==> config.mk <==
export PLATFORM = sky130hd
export DESIGN_NAME = ima_adpcm_nibble_decoder_top
export DESIGN_NICKNAME = d
export VERILOG_FILES = /design/src/design/imadec_pkg.sv /design/src/design/imadec_apb.sv /design/src/design/imadec_core.sv /design/src/design/ima_adpcm_nibble_decoder_top.sv
export VERILOG_INCLUDE_DIRS = /design/src /design/src/design
export SDC_FILE = /design/constraint.sdc
export NUM_CORES = 1
export LEC_CHECK = 0
export ABC_CLOCK_PERIOD_IN_PS = 10200
export BUFFER_PORTS_ARGS = -buffer_cell sky130_fd_sc_hd__buf_4
export CORE_ASPECT_RATIO = 2
export CORE_MARGIN = 8
export CORE_UTILIZATION = 30
export CTS_CLUSTER_SIZE = 12
export DETAILED_ROUTE_END_ITERATION = 8
export SLEW_MARGIN = 25
export SYNTH_ARGS = -nofsm -noshare
export SYNTH_HDL_FRONTEND = slang
export SYNTH_SLANG_ARGS = --single-unit
==> constraint.sdc <==
create_clock -name i_clk -period 10.2 [get_ports i_clk]
set_input_delay 2.04 -clock i_clk [delete_from_list [all_inputs] [get_ports i_clk]]
set_output_delay 2.04 -clock i_clk [all_outputs]
set_load 0.02 [all_outputs]
==> src/design/ima_adpcm_nibble_decoder_top_macros.svh <==
`ifndef IMA_ADPCM_NIBBLE_DECODER_TOP_MACROS_SVH
`define IMA_ADPCM_NIBBLE_DECODER_TOP_MACROS_SVH

// Condition must hold on every clock edge out of reset.
`define IMADEC_ASSERT_ALWAYS(lbl, cond, msg) \
    lbl: assert property (@(posedge i_clk) disable iff (!i_rst_n) (cond)) else $error(msg);

// Consequent must hold in the same cycle as the antecedent.
`define IMADEC_ASSERT_IMP(lbl, ante, cons, msg) \
    lbl: assert property (@(posedge i_clk) disable iff (!i_rst_n) (ante) |-> (cons)) \
        else $error(msg);

// Consequent must hold in the cycle after the antecedent.
`define IMADEC_ASSERT_NEXT(lbl, ante, cons, msg) \
    lbl: assert property (@(posedge i_clk) disable iff (!i_rst_n) (ante) |=> (cons)) \
        else $error(msg);

`endif

==> src/design/imadec_pkg.sv <==
`timescale 1ns / 1ps

package imadec_pkg;

    localparam int CODE_W     = 4;
    localparam int DELTA_W    = 3;
    localparam int PCM_W      = 16;
    localparam int IDX_W      = 7;
    localparam int STEP_W     = 15;
    localparam int MAG_W      = 16;
    localparam int MOVE_W     = 5;
    localparam int MODE_W     = 2;
    localparam int APB_ADDR_W = 3;
    localparam int APB_DATA_W = 32;

    localparam int IDX_MAX = 88;

    localparam logic signed [PCM_W-1:0] PCM_MAX_V = 16'sh7FFF;
    localparam logic signed [PCM_W-1:0] PCM_MIN_V = 16'sh8000;

    typedef logic [MODE_W-1:0] t_mode;

    localparam t_mode MODE_EXACT0  = 2'd0;
    localparam t_mode MODE_EXACT1  = 2'd1;
    localparam t_mode MODE_QUARTER = 2'd2;
    localparam t_mode MODE_EIGHTH  = 2'd3;

    localparam logic REG_DECODE_MODE = 1'b0;

    typedef struct packed {
        logic [CODE_W-1:0] code;
        logic              start;
    } t_item;

    function automatic logic [STEP_W-1:0] step_size(input logic [IDX_W-1:0] idx);
        logic [STEP_W-1:0] s;
        unique case (idx)
            7'd0:  s = 15'd7;     7'd1:  s = 15'd8;     7'd2:  s = 15'd9;
            7'd3:  s = 15'd10;    7'd4:  s = 15'd11;    7'd5:  s = 15'd12;
            7'd6:  s = 15'd13;    7'd7:  s = 15'd14;    7'd8:  s = 15'd16;
            7'd9:  s = 15'd17;    7'd10: s = 15'd19;    7'd11: s = 15'd21;
            7'd12: s = 15'd23;    7'd13: s = 15'd25;    7'd14: s = 15'd28;
            7'd15: s = 15'd31;    7'd16: s = 15'd34;    7'd17: s = 15'd37;
            7'd18: s = 15'd41;    7'd19: s = 15'd45;    7'd20: s = 15'd50;
            7'd21: s = 15'd55;    7'd22: s = 15'd60;    7'd23: s = 15'd66;
            7'd24: s = 15'd73;    7'd25: s = 15'd80;    7'd26: s = 15'd88;
            7'd27: s = 15'd97;    7'd28: s = 15'd107;   7'd29: s = 15'd118;
            7'd30: s = 15'd130;   7'd31: s = 15'd143;   7'd32: s = 15'd157;
            7'd33: s = 15'd173;   7'd34: s = 15'd190;   7'd35: s = 15'd209;
            7'd36: s = 15'd230;   7'd37: s = 15'd253;   7'd38: s = 15'd279;
            7'd39: s = 15'd307;   7'd40: s = 15'd337;   7'd41: s = 15'd371;
            7'd42: s = 15'd408;   7'd43: s = 15'd449;   7'd44: s = 15'd494;
            7'd45: s = 15'd544;   7'd46: s = 15'd598;   7'd47: s = 15'd658;
            7'd48: s = 15'd724;   7'd49: s = 15'd796;   7'd50: s = 15'd876;
            7'd51: s = 15'd963;   7'd52: s = 15'd1060;  7'd53: s = 15'd1166;
            7'd54: s = 15'd1282;  7'd55: s = 15'd1411;  7'd56: s = 15'd1552;
            7'd57: s = 15'd1707;  7'd58: s = 15'd1878;  7'd59: s = 15'd2066;
            7'd60: s = 15'd2272;  7'd61: s = 15'd2499;  7'd62: s = 15'd2749;
            7'd63: s = 15'd3024;  7'd64: s = 15'd3327;  7'd65: s = 15'd3660;
            7'd66: s = 15'd4026;  7'd67: s = 15'd4428;  7'd68: s = 15'd4871;
            7'd69: s = 15'd5358;  7'd70: s = 15'd5894;  7'd71: s = 15'd6484;
            7'd72: s = 15'd7132;  7'd73: s = 15'd7845;  7'd74: s = 15'd8630;
            7'd75: s = 15'd9493;  7'd76: s = 15'd10442; 7'd77: s = 15'd11487;
            7'd78: s = 15'd12635; 7'd79: s = 15'd13899; 7'd80: s = 15'd15289;
            7'd81: s = 15'd16818; 7'd82: s = 15'd18500; 7'd83: s = 15'd20350;
            7'd84: s = 15'd22385; 7'd85: s = 15'd24623; 7'd86: s = 15'd27086;
            7'd87: s = 15'd29794;
            default: s = 15'd32767;
        endcase
        return s;
    endfunction

    function automatic logic signed [MOVE_W-1:0] index_move(input logic [DELTA_W-1:0] delta);
        logic signed [MOVE_W-1:0] m;
        unique case (delta)
            3'd4:    m = 5'sd2;
            3'd5:    m = 5'sd4;
            3'd6:    m = 5'sd6;
            3'd7:    m = 5'sd8;
            default: m = -5'sd1;
        endcase
        return m;
    endfunction

endpackage

==> src/design/imadec_apb.sv <==
`timescale 1ns / 1ps

module imadec_apb (
    input  logic                              i_clk,
    input  logic                              i_rst_n,
    input  logic                              psel,
    input  logic                              penable,
    input  logic                              pwrite,
    input  logic [imadec_pkg::APB_ADDR_W-1:0] paddr,
    input  logic [imadec_pkg::APB_DATA_W-1:0] pwdata,
    output logic [imadec_pkg::APB_DATA_W-1:0] prdata,
    output logic                              pready,
    output imadec_pkg::t_mode                 o_mode
);
    import imadec_pkg::*;

    t_mode r_mode;
    logic  w_sel_mode;

    // Register index is the word address; low byte-lane bits are ignored.
    assign w_sel_mode = (paddr[APB_ADDR_W-1] == REG_DECODE_MODE);

    always_ff @(posedge i_clk) begin
        if (!i_rst_n) begin
            r_mode <= MODE_EXACT0;
        end else if (psel && penable && pwrite && w_sel_mode) begin
            r_mode <= pwdata[MODE_W-1:0];
        end
    end

    assign prdata = w_sel_mode ? {{(APB_DATA_W-MODE_W){1'b0}}, r_mode} : '0;
    assign pready = 1'b1;
    assign o_mode = r_mode;

endmodule

==> src/design/imadec_core.sv <==
`timescale 1ns / 1ps
`include "ima_adpcm_nibble_decoder_top_macros.svh"

module imadec_core (
    input  logic                                i_clk,
    input  logic                                i_rst_n,
    input  logic                                i_fire,
    input  imadec_pkg::t_item                   i_item,
    input  imadec_pkg::t_mode                   i_mode,
    output logic signed [imadec_pkg::PCM_W-1:0] o_pcm_sample,
    output logic [imadec_pkg::IDX_W-1:0]        o_step_index
);
    import imadec_pkg::*;

    localparam int SUM_W   = PCM_W + 2;
    localparam int PROD2_W = DELTA_W + STEP_W;
    localparam int PROD3_W = DELTA_W + 1 + STEP_W;

    logic signed [PCM_W-1:0] r_pred;
    logic signed [PCM_W-1:0] n_pred;
    logic [IDX_W-1:0]        r_pos;
    logic [IDX_W-1:0]        n_pos;

    logic signed [PCM_W-1:0] w_base_pred;
    logic [IDX_W-1:0]        w_base_pos;
    logic [IDX_W-1:0]        w_pos;
    logic [STEP_W-1:0]       w_step;
    logic [DELTA_W-1:0]      w_delta;
    logic [PROD2_W-1:0]      w_prod2;
    logic [PROD3_W-1:0]      w_prod3;
    logic [MAG_W-1:0]        w_mag;
    logic signed [SUM_W-1:0] w_sum;
    logic signed [IDX_W:0]   w_idx;

    always_comb begin
        // A start item decodes from cleared state.
        w_base_pred = i_item.start ? '0 : r_pred;
        w_base_pos  = i_item.start ? '0 : r_pos;
        w_pos       = (w_base_pos > IDX_W'(IDX_MAX)) ? IDX_W'(IDX_MAX) : w_base_pos;
        w_step      = step_size(w_pos);
        w_delta     = i_item.code[DELTA_W-1:0];
        w_prod2     = PROD2_W'(w_delta) * PROD2_W'(w_step);
        w_prod3     = PROD3_W'({w_delta, 1'b1}) * PROD3_W'(w_step);

        case (i_mode) inside
            MODE_QUARTER: w_mag = MAG_W'(w_prod2 >> 2) + MAG_W'(w_step >> 3);
            MODE_EIGHTH:  w_mag = MAG_W'(w_prod3 >> 3);
            MODE_EXACT0, MODE_EXACT1: begin
                // Truncate each shifted step on its own, as the classic decoder does.
                w_mag = (w_delta[2] ? MAG_W'(w_step)      : '0)
                      + (w_delta[1] ? MAG_W'(w_step >> 1) : '0)
                      + (w_delta[0] ? MAG_W'(w_step >> 2) : '0)
                      + MAG_W'(w_step >> 3);
            end
            default: w_mag = '0;
        endcase

        if (i_item.code[CODE_W-1]) begin
            w_sum = SUM_W'(w_base_pred) - $signed({2'b00, w_mag});
        end else begin
            w_sum = SUM_W'(w_base_pred) + $signed({2'b00, w_mag});
        end

        // Saturate when the top three bits disagree.
        if (w_sum[SUM_W-1:PCM_W-1] == 3'b000 || w_sum[SUM_W-1:PCM_W-1] == 3'b111) begin
            n_pred = w_sum[PCM_W-1:0];
        end else if (w_sum[SUM_W-1]) begin
            n_pred = PCM_MIN_V;
        end else begin
            n_pred = PCM_MAX_V;
        end

        w_idx = $signed({1'b0, w_pos}) + (IDX_W+1)'(index_move(w_delta));
        if (w_idx[IDX_W]) begin
            n_pos = '0;
        end else if (w_idx[IDX_W-1:0] > IDX_W'(IDX_MAX)) begin
            n_pos = IDX_W'(IDX_MAX);
        end else begin
            n_pos = w_idx[IDX_W-1:0];
        end
    end

    // State doubles as the result register: it only advances when the result is free.
    always_ff @(posedge i_clk) begin
        if (!i_rst_n) begin
            r_pred <= '0;
            r_pos  <= '0;
        end else if (i_fire) begin
            r_pred <= n_pred;
            r_pos  <= n_pos;
        end
    end

    assign o_pcm_sample = r_pred;
    assign o_step_index = r_pos;

    `IMADEC_ASSERT_ALWAYS(a_pos_in_range, r_pos <= IDX_W'(IDX_MAX), "step index above table end")
    `IMADEC_ASSERT_NEXT(a_pos_sample_no_wrap, i_fire && !i_item.start && !i_item.code[CODE_W-1], $signed(r_pred) >= $signed($past(r_pred)), "positive code lowered sample")
    `IMADEC_ASSERT_NEXT(a_start_zero_code, i_fire && i_item.start && i_item.code == '0, r_pred == '0 && r_pos == '0, "start with zero code not from cleared state")

endmodule

==> src/design/ima_adpcm_nibble_decoder_top.sv <==
`timescale 1ns / 1ps
`include "ima_adpcm_nibble_decoder_top_macros.svh"

// IMA ADPCM decoder for a continuous nibble stream. Each accepted item carries a
// 4-bit code (bit 3 sign, bits 2..0 magnitude) and a start flag that clears the
// predictor and step index before that code is decoded. Each item yields one
// result: the saturated 16-bit sample and the step index after adjustment. One
// item is accepted per clock unless the output stalls; a result is registered
// as its item leaves the input register. The step table read, the difference
// multiply or shift-add and the sample clamp sit between the input register and
// the predictor register, also the result register. Register 0 (byte address 0)
// selects the difference mode: 0 or 1 exact shift-add, 2 quarter-step, 3
// eighth-step approximation; write it only while the block is idle.
module ima_adpcm_nibble_decoder_top (
    input  logic                                i_clk,
    input  logic                                i_rst_n,
    input  logic                                i_in_valid,
    output logic                                o_in_ready,
    input  logic [imadec_pkg::CODE_W-1:0]       i_code,
    input  logic                                i_start_req,
    output logic                                o_out_valid,
    input  logic                                i_out_ready,
    output logic signed [imadec_pkg::PCM_W-1:0] o_pcm_sample,
    output logic [imadec_pkg::IDX_W-1:0]        o_step_index,
    input  logic                                psel,
    input  logic                                penable,
    input  logic                                pwrite,
    input  logic [imadec_pkg::APB_ADDR_W-1:0]   paddr,
    input  logic [imadec_pkg::APB_DATA_W-1:0]   pwdata,
    output logic [imadec_pkg::APB_DATA_W-1:0]   prdata,
    output logic                                pready
);
    import imadec_pkg::*;

    logic  r_in_valid;
    t_item r_item;
    logic  r_out_valid;
    logic  w_fire;
    t_mode w_mode;

    assign w_fire     = r_in_valid && (!r_out_valid || i_out_ready);
    assign o_in_ready = !r_in_valid || w_fire;

    always_ff @(posedge i_clk) begin
        if (!i_rst_n) begin
            r_in_valid  <= 1'b0;
            r_out_valid <= 1'b0;
        end else begin
            if (o_in_ready) begin
                r_in_valid <= i_in_valid;
            end
            if (w_fire) begin
                r_out_valid <= 1'b1;
            end else if (i_out_ready) begin
                r_out_valid <= 1'b0;
            end
        end
    end

    always_ff @(posedge i_clk) begin
        if (i_in_valid && o_in_ready) begin
            r_item.code  <= i_code;
            r_item.start <= i_start_req;
        end
    end

    imadec_apb u_apb (
        .i_clk   (i_clk),
        .i_rst_n (i_rst_n),
        .psel    (psel),
        .penable (penable),
        .pwrite  (pwrite),
        .paddr   (paddr),
        .pwdata  (pwdata),
        .prdata  (prdata),
        .pready  (pready),
        .o_mode  (w_mode)
    );

    imadec_core u_core (
        .i_clk        (i_clk),
        .i_rst_n      (i_rst_n),
        .i_fire       (w_fire),
        .i_item       (r_item),
        .i_mode       (w_mode),
        .o_pcm_sample (o_pcm_sample),
        .o_step_index (o_step_index)
    );

    assign o_out_valid = r_out_valid;

    `IMADEC_ASSERT_IMP(a_stall_cause, !o_in_ready,
        r_in_valid && r_out_valid && !i_out_ready, "input stalled without a blocked result")
    `IMADEC_ASSERT_NEXT(a_empty_out_fills, r_in_valid && !r_out_valid,
        r_out_valid, "pending item not moved to empty result")
    `IMADEC_ASSERT_NEXT(a_mode_write,
        psel && penable && pwrite && (paddr[APB_ADDR_W-1] == REG_DECODE_MODE),
        w_mode == $past(pwdata[MODE_W-1:0]), "mode write lost")

endmodule
==> impl_metrics.json <==
{
  "synth-compound-area-share_pct": 30.87,
  "peakVddDrop_mv": 0.06333,
  "synth.area.mux_share_pct": 1.446,
  "slew_violations": 0,
  "worstSetupPathType": "reg -> reg",
  "path_max_fanout": 27,
  "dp_hpwl_um": 27620,
  "grt_pass1_wl_um": 53350,
  "setup_slack_ns": 0.6161,
  "routedWlPerCell_um": 18.57,
  "synth_warnings": 0,
  "ys.flop_type": "dfxtp_1",
  "period_share_pct": 93.96,
  "firstDrtPassIters": 5,
  "cap_violations": 0,
  "synth-simple-area-share_pct": 21.45,
  "fin_nets": 1588,
  "io_pins": 105,
  "grt.overflow.total": 0,
  "powerDensity_nw_per_um2": 96.81,
  "hp-start": "r_in_valid$_SDFFE_PN0N_",
  "yosysUniqueCellTypes": 93,
  "layout-drive-gt1-share_pct": 15.83,
  "cts_tree": "done",
  "synthAdderAreaFrac_pct": 22.08,
  "die_area_um2": 38040,
  "n_antenna_cell": 0,
  "instances_no_fill": 1825,
  "p_leak_nw": 5.069,
  "regToRegStartpoint": "r_item[0]$_DFFE_PP_",
  "drt_iter0_drc": 628,
  "synthArstFlopShare_pct": 0,
  "grt_max_degree": 37,
  "cts-root-buf": "clkbuf_16",
  "synthXorXnorAreaFrac_pct": 6.348,
  "ys_ff_latch": 32,
  "drc_errors": 0,
  "portBuffers": 41,
  "synth_top_family_by_area": "compound AO/OA/AOI/OAI gates",
  "crit_arrival_ns": 9.79,
  "clk_path_buf_depth": 2,
  "cts_buffers": 5,
  "yosysTopAreaCell": "ha_1",
  "seqCellArea_um2": 690.7,
  "max_freq_ghz": 0.1043,
  "syn_avg_cell_area_um2": 7.267,
  "clock_latency_ns": 0.28,
  "relSlewSlack_pct": 39.98,
  "synth_common_cells": "inv_1 (120), a21oi_1 (106), nand2_1 (104), ha_1 (96), nor2_1 (92)",
  "fp-row-count": 92,
  "cpPeakStageDelay_ns": 0.60,
  "placed_cell_area_um2": 10760,
  "seq_area_frac_synth_pct": 7.255,
  "multi_input_area_um2": 8049,
  "vias_per_cell": 5.555,
  "core_area_um2": 31430,
  "dp_cells": 1811,
  "grt_pass1_vias": 10216,
  "worstSetupStartpoint": "r_item[0]$_DFFE_PP_",
  "post-place-ws_ns": 0.1720,
  "whs_ns": 0.5438,
  "fin_crit_ns": 9.584,
  "hold_viol": 0,
  "final_antenna_net_count": 0,
  "required_ns": 10.41,
  "antenna_found_initial": 0,
  "dr_total_vias": 10138,
  "start_util_pct": 30.30,
  "setup_viol_count_final": 0,
  "status": "complete, no violations",
  "synth_top_area_share_pct": 12.62,
  "clkSinkCount": 32,
  "synth_edf_count": 5,
  "clkTransAtPathRegs_ns": 0.06,
  "end_kind": "flip-flop",
  "finalClockSkew_ns": 0.006257,
  "tightestPinTransition_ns": 0.8776,
  "htree_levels": 2,
  "gp_congestion": 0.9532,
  "cp_slowest_cell": "fa_1",
  "die_w_um": 142.0,
  "fill_cells": 3315,
  "die_height_um": 267.9,
  "hold_path.class": "reg -> reg",
  "synth.most_common_cell": "inv_1",
  "fin_util_pct": 35.32,
  "syn2layout_area_growth_pct": 16.59,
  "syn_area_um2": 9520,
  "grt_usage_pct": 17.72,
  "critPathLaunchType": "flip-flop",
  "synth.area.top_cells": "ha_1 (13%), fa_1 (9.3%), dfxtp_1 (5.7%), a21oi_1 (5.6%), xnor2_1 (4.9%)",
  "fin_area_um2": 11100,
  "wl_um": 33900,
  "synthCells": 1310
}
==> final cells by class <==
| cell class | instances | area share [%] |
|---|---|---|
| Multi-Input combinational cell | 1085 | 72.52 |
| Timing Repair Buffer | 151 | 10.72 |
| Sequential cell | 32 | 6.223 |
| Tap cell | 423 | 4.768 |
| Inverter | 126 | 4.261 |
| Clock buffer | 5 | 1.127 |
| Clock inverter | 3 | 0.3833 |
==> worst paths after layout <==
check | slack, ns | cells after the start | to
max | 0.62 | 43 | u_core.o_pcm_sample[13]$_SDFFE_PN0P_
min | 0.54 | 1 | o_out_valid$_SDFFE_PN0P_
max reg2reg | 0.62 | 43 | u_core.o_pcm_sample[13]$_SDFFE_PN0P_
min reg2reg | 0.54 | 1 | o_out_valid$_SDFFE_PN0P_
==> report_power, final <==
part	switching (mW)	total, mW	internal (mW)	leakage (nW)
registers	0.0126	0.152	0.139	0.270
logic	0.429	0.748	0.319	4.72
clock network	0.0600	0.175	0.115	0.0798
==> metal layers <==
layer  wire length, um  GRT usage (%)
met4              2942          13.96
met3              1395          1.334
met5                 0              0
met2             18410          34.87
met1             11150          16.34
==> per-stage QoR <==
step,TNS [ns],power (mW)
6_report,0,1.074
5_1_grt,-0.01428,1.165
4_1_cts,0,1.071
3_5_place_dp,0,0.8867
3_3_place_gp,0,0.8779
2_1_floorplan,0,0.6696
==> what timing repair did <==
action | 4_1_cts | 5_1_grt
buffers inserted | 0 | 6
endpoints found under the setup margin | 0 | 16
resized for setup | 0 | 38
hold buffers | 0 | 0
==> worst max-delay path, delay by kind of cell (launching register included) <==
kind                       cells  cell delay (ns)
buffers and inverters          7             1.14
adders and majority gates      4             1.64
and+or+nand+nor               12             2.12
xor gates and xnor gates       3             0.61
AOI/OAI and AO/OA             17             3.48
DFF                            1             0.49
==> logic make-up (layout without fill, tap and decap cells) <==
logic type | Yosys count | in the layout
other cells | 2 | 31
mux | 13 | 13
xor+xnor | 69 | 69
flops | 32 | 32
buf+inv | 222 | 285
simple gates | 388 | 388
compound gates | 442 | 442
fa+ha+maj | 142 | 142
==> layout by cell type (no fill, tap or decap), types with 6 or more instances in the layout <==
master     netlist  routed
mux2i_1         10       9
nor2b_1         40      39
inv_1          120     119
o31ai_1         22      20
nand3_1         19      19
o21a_1          17      17
ha_1            96      95
nand4_1          9       9
a221oi_1         6       6
o2111ai_1        7       6
nor3_1          27      27
fa_1            44      43
nand2_1        104     104
o21ai_0         89      85
o21ai_1          3       6
a31oi_1         20      18
a21o_1          33      33
o21bai_1         8       8
dfxtp_1         27      27
xor2_1          16      15
nand2b_1        16      16
conb_1           2      31
xnor2_1         53      53
a211oi_1        18      16
and3_1           8       8
nor3b_1          7       7
or3_1           12      11
nor4_1           6       6
a21oi_1        106     102
and2_1          14      14
o211ai_1        16      16
nor2_1          92      90
o22ai_1         10      10
o221ai_1         6       6
buf_4           38     144
o31a_1           6       6
a21oi_2         10      13
==> registers in the layout, indices dropped and copies added (netlist names) <==
name                 count
o_out_valid              1
r_in_valid               1
r_item                   5
u_apb.o_mode             2
u_core.o_pcm_sample     16
u_core.o_step_index      7
Power figures use the tool's default switching activity.
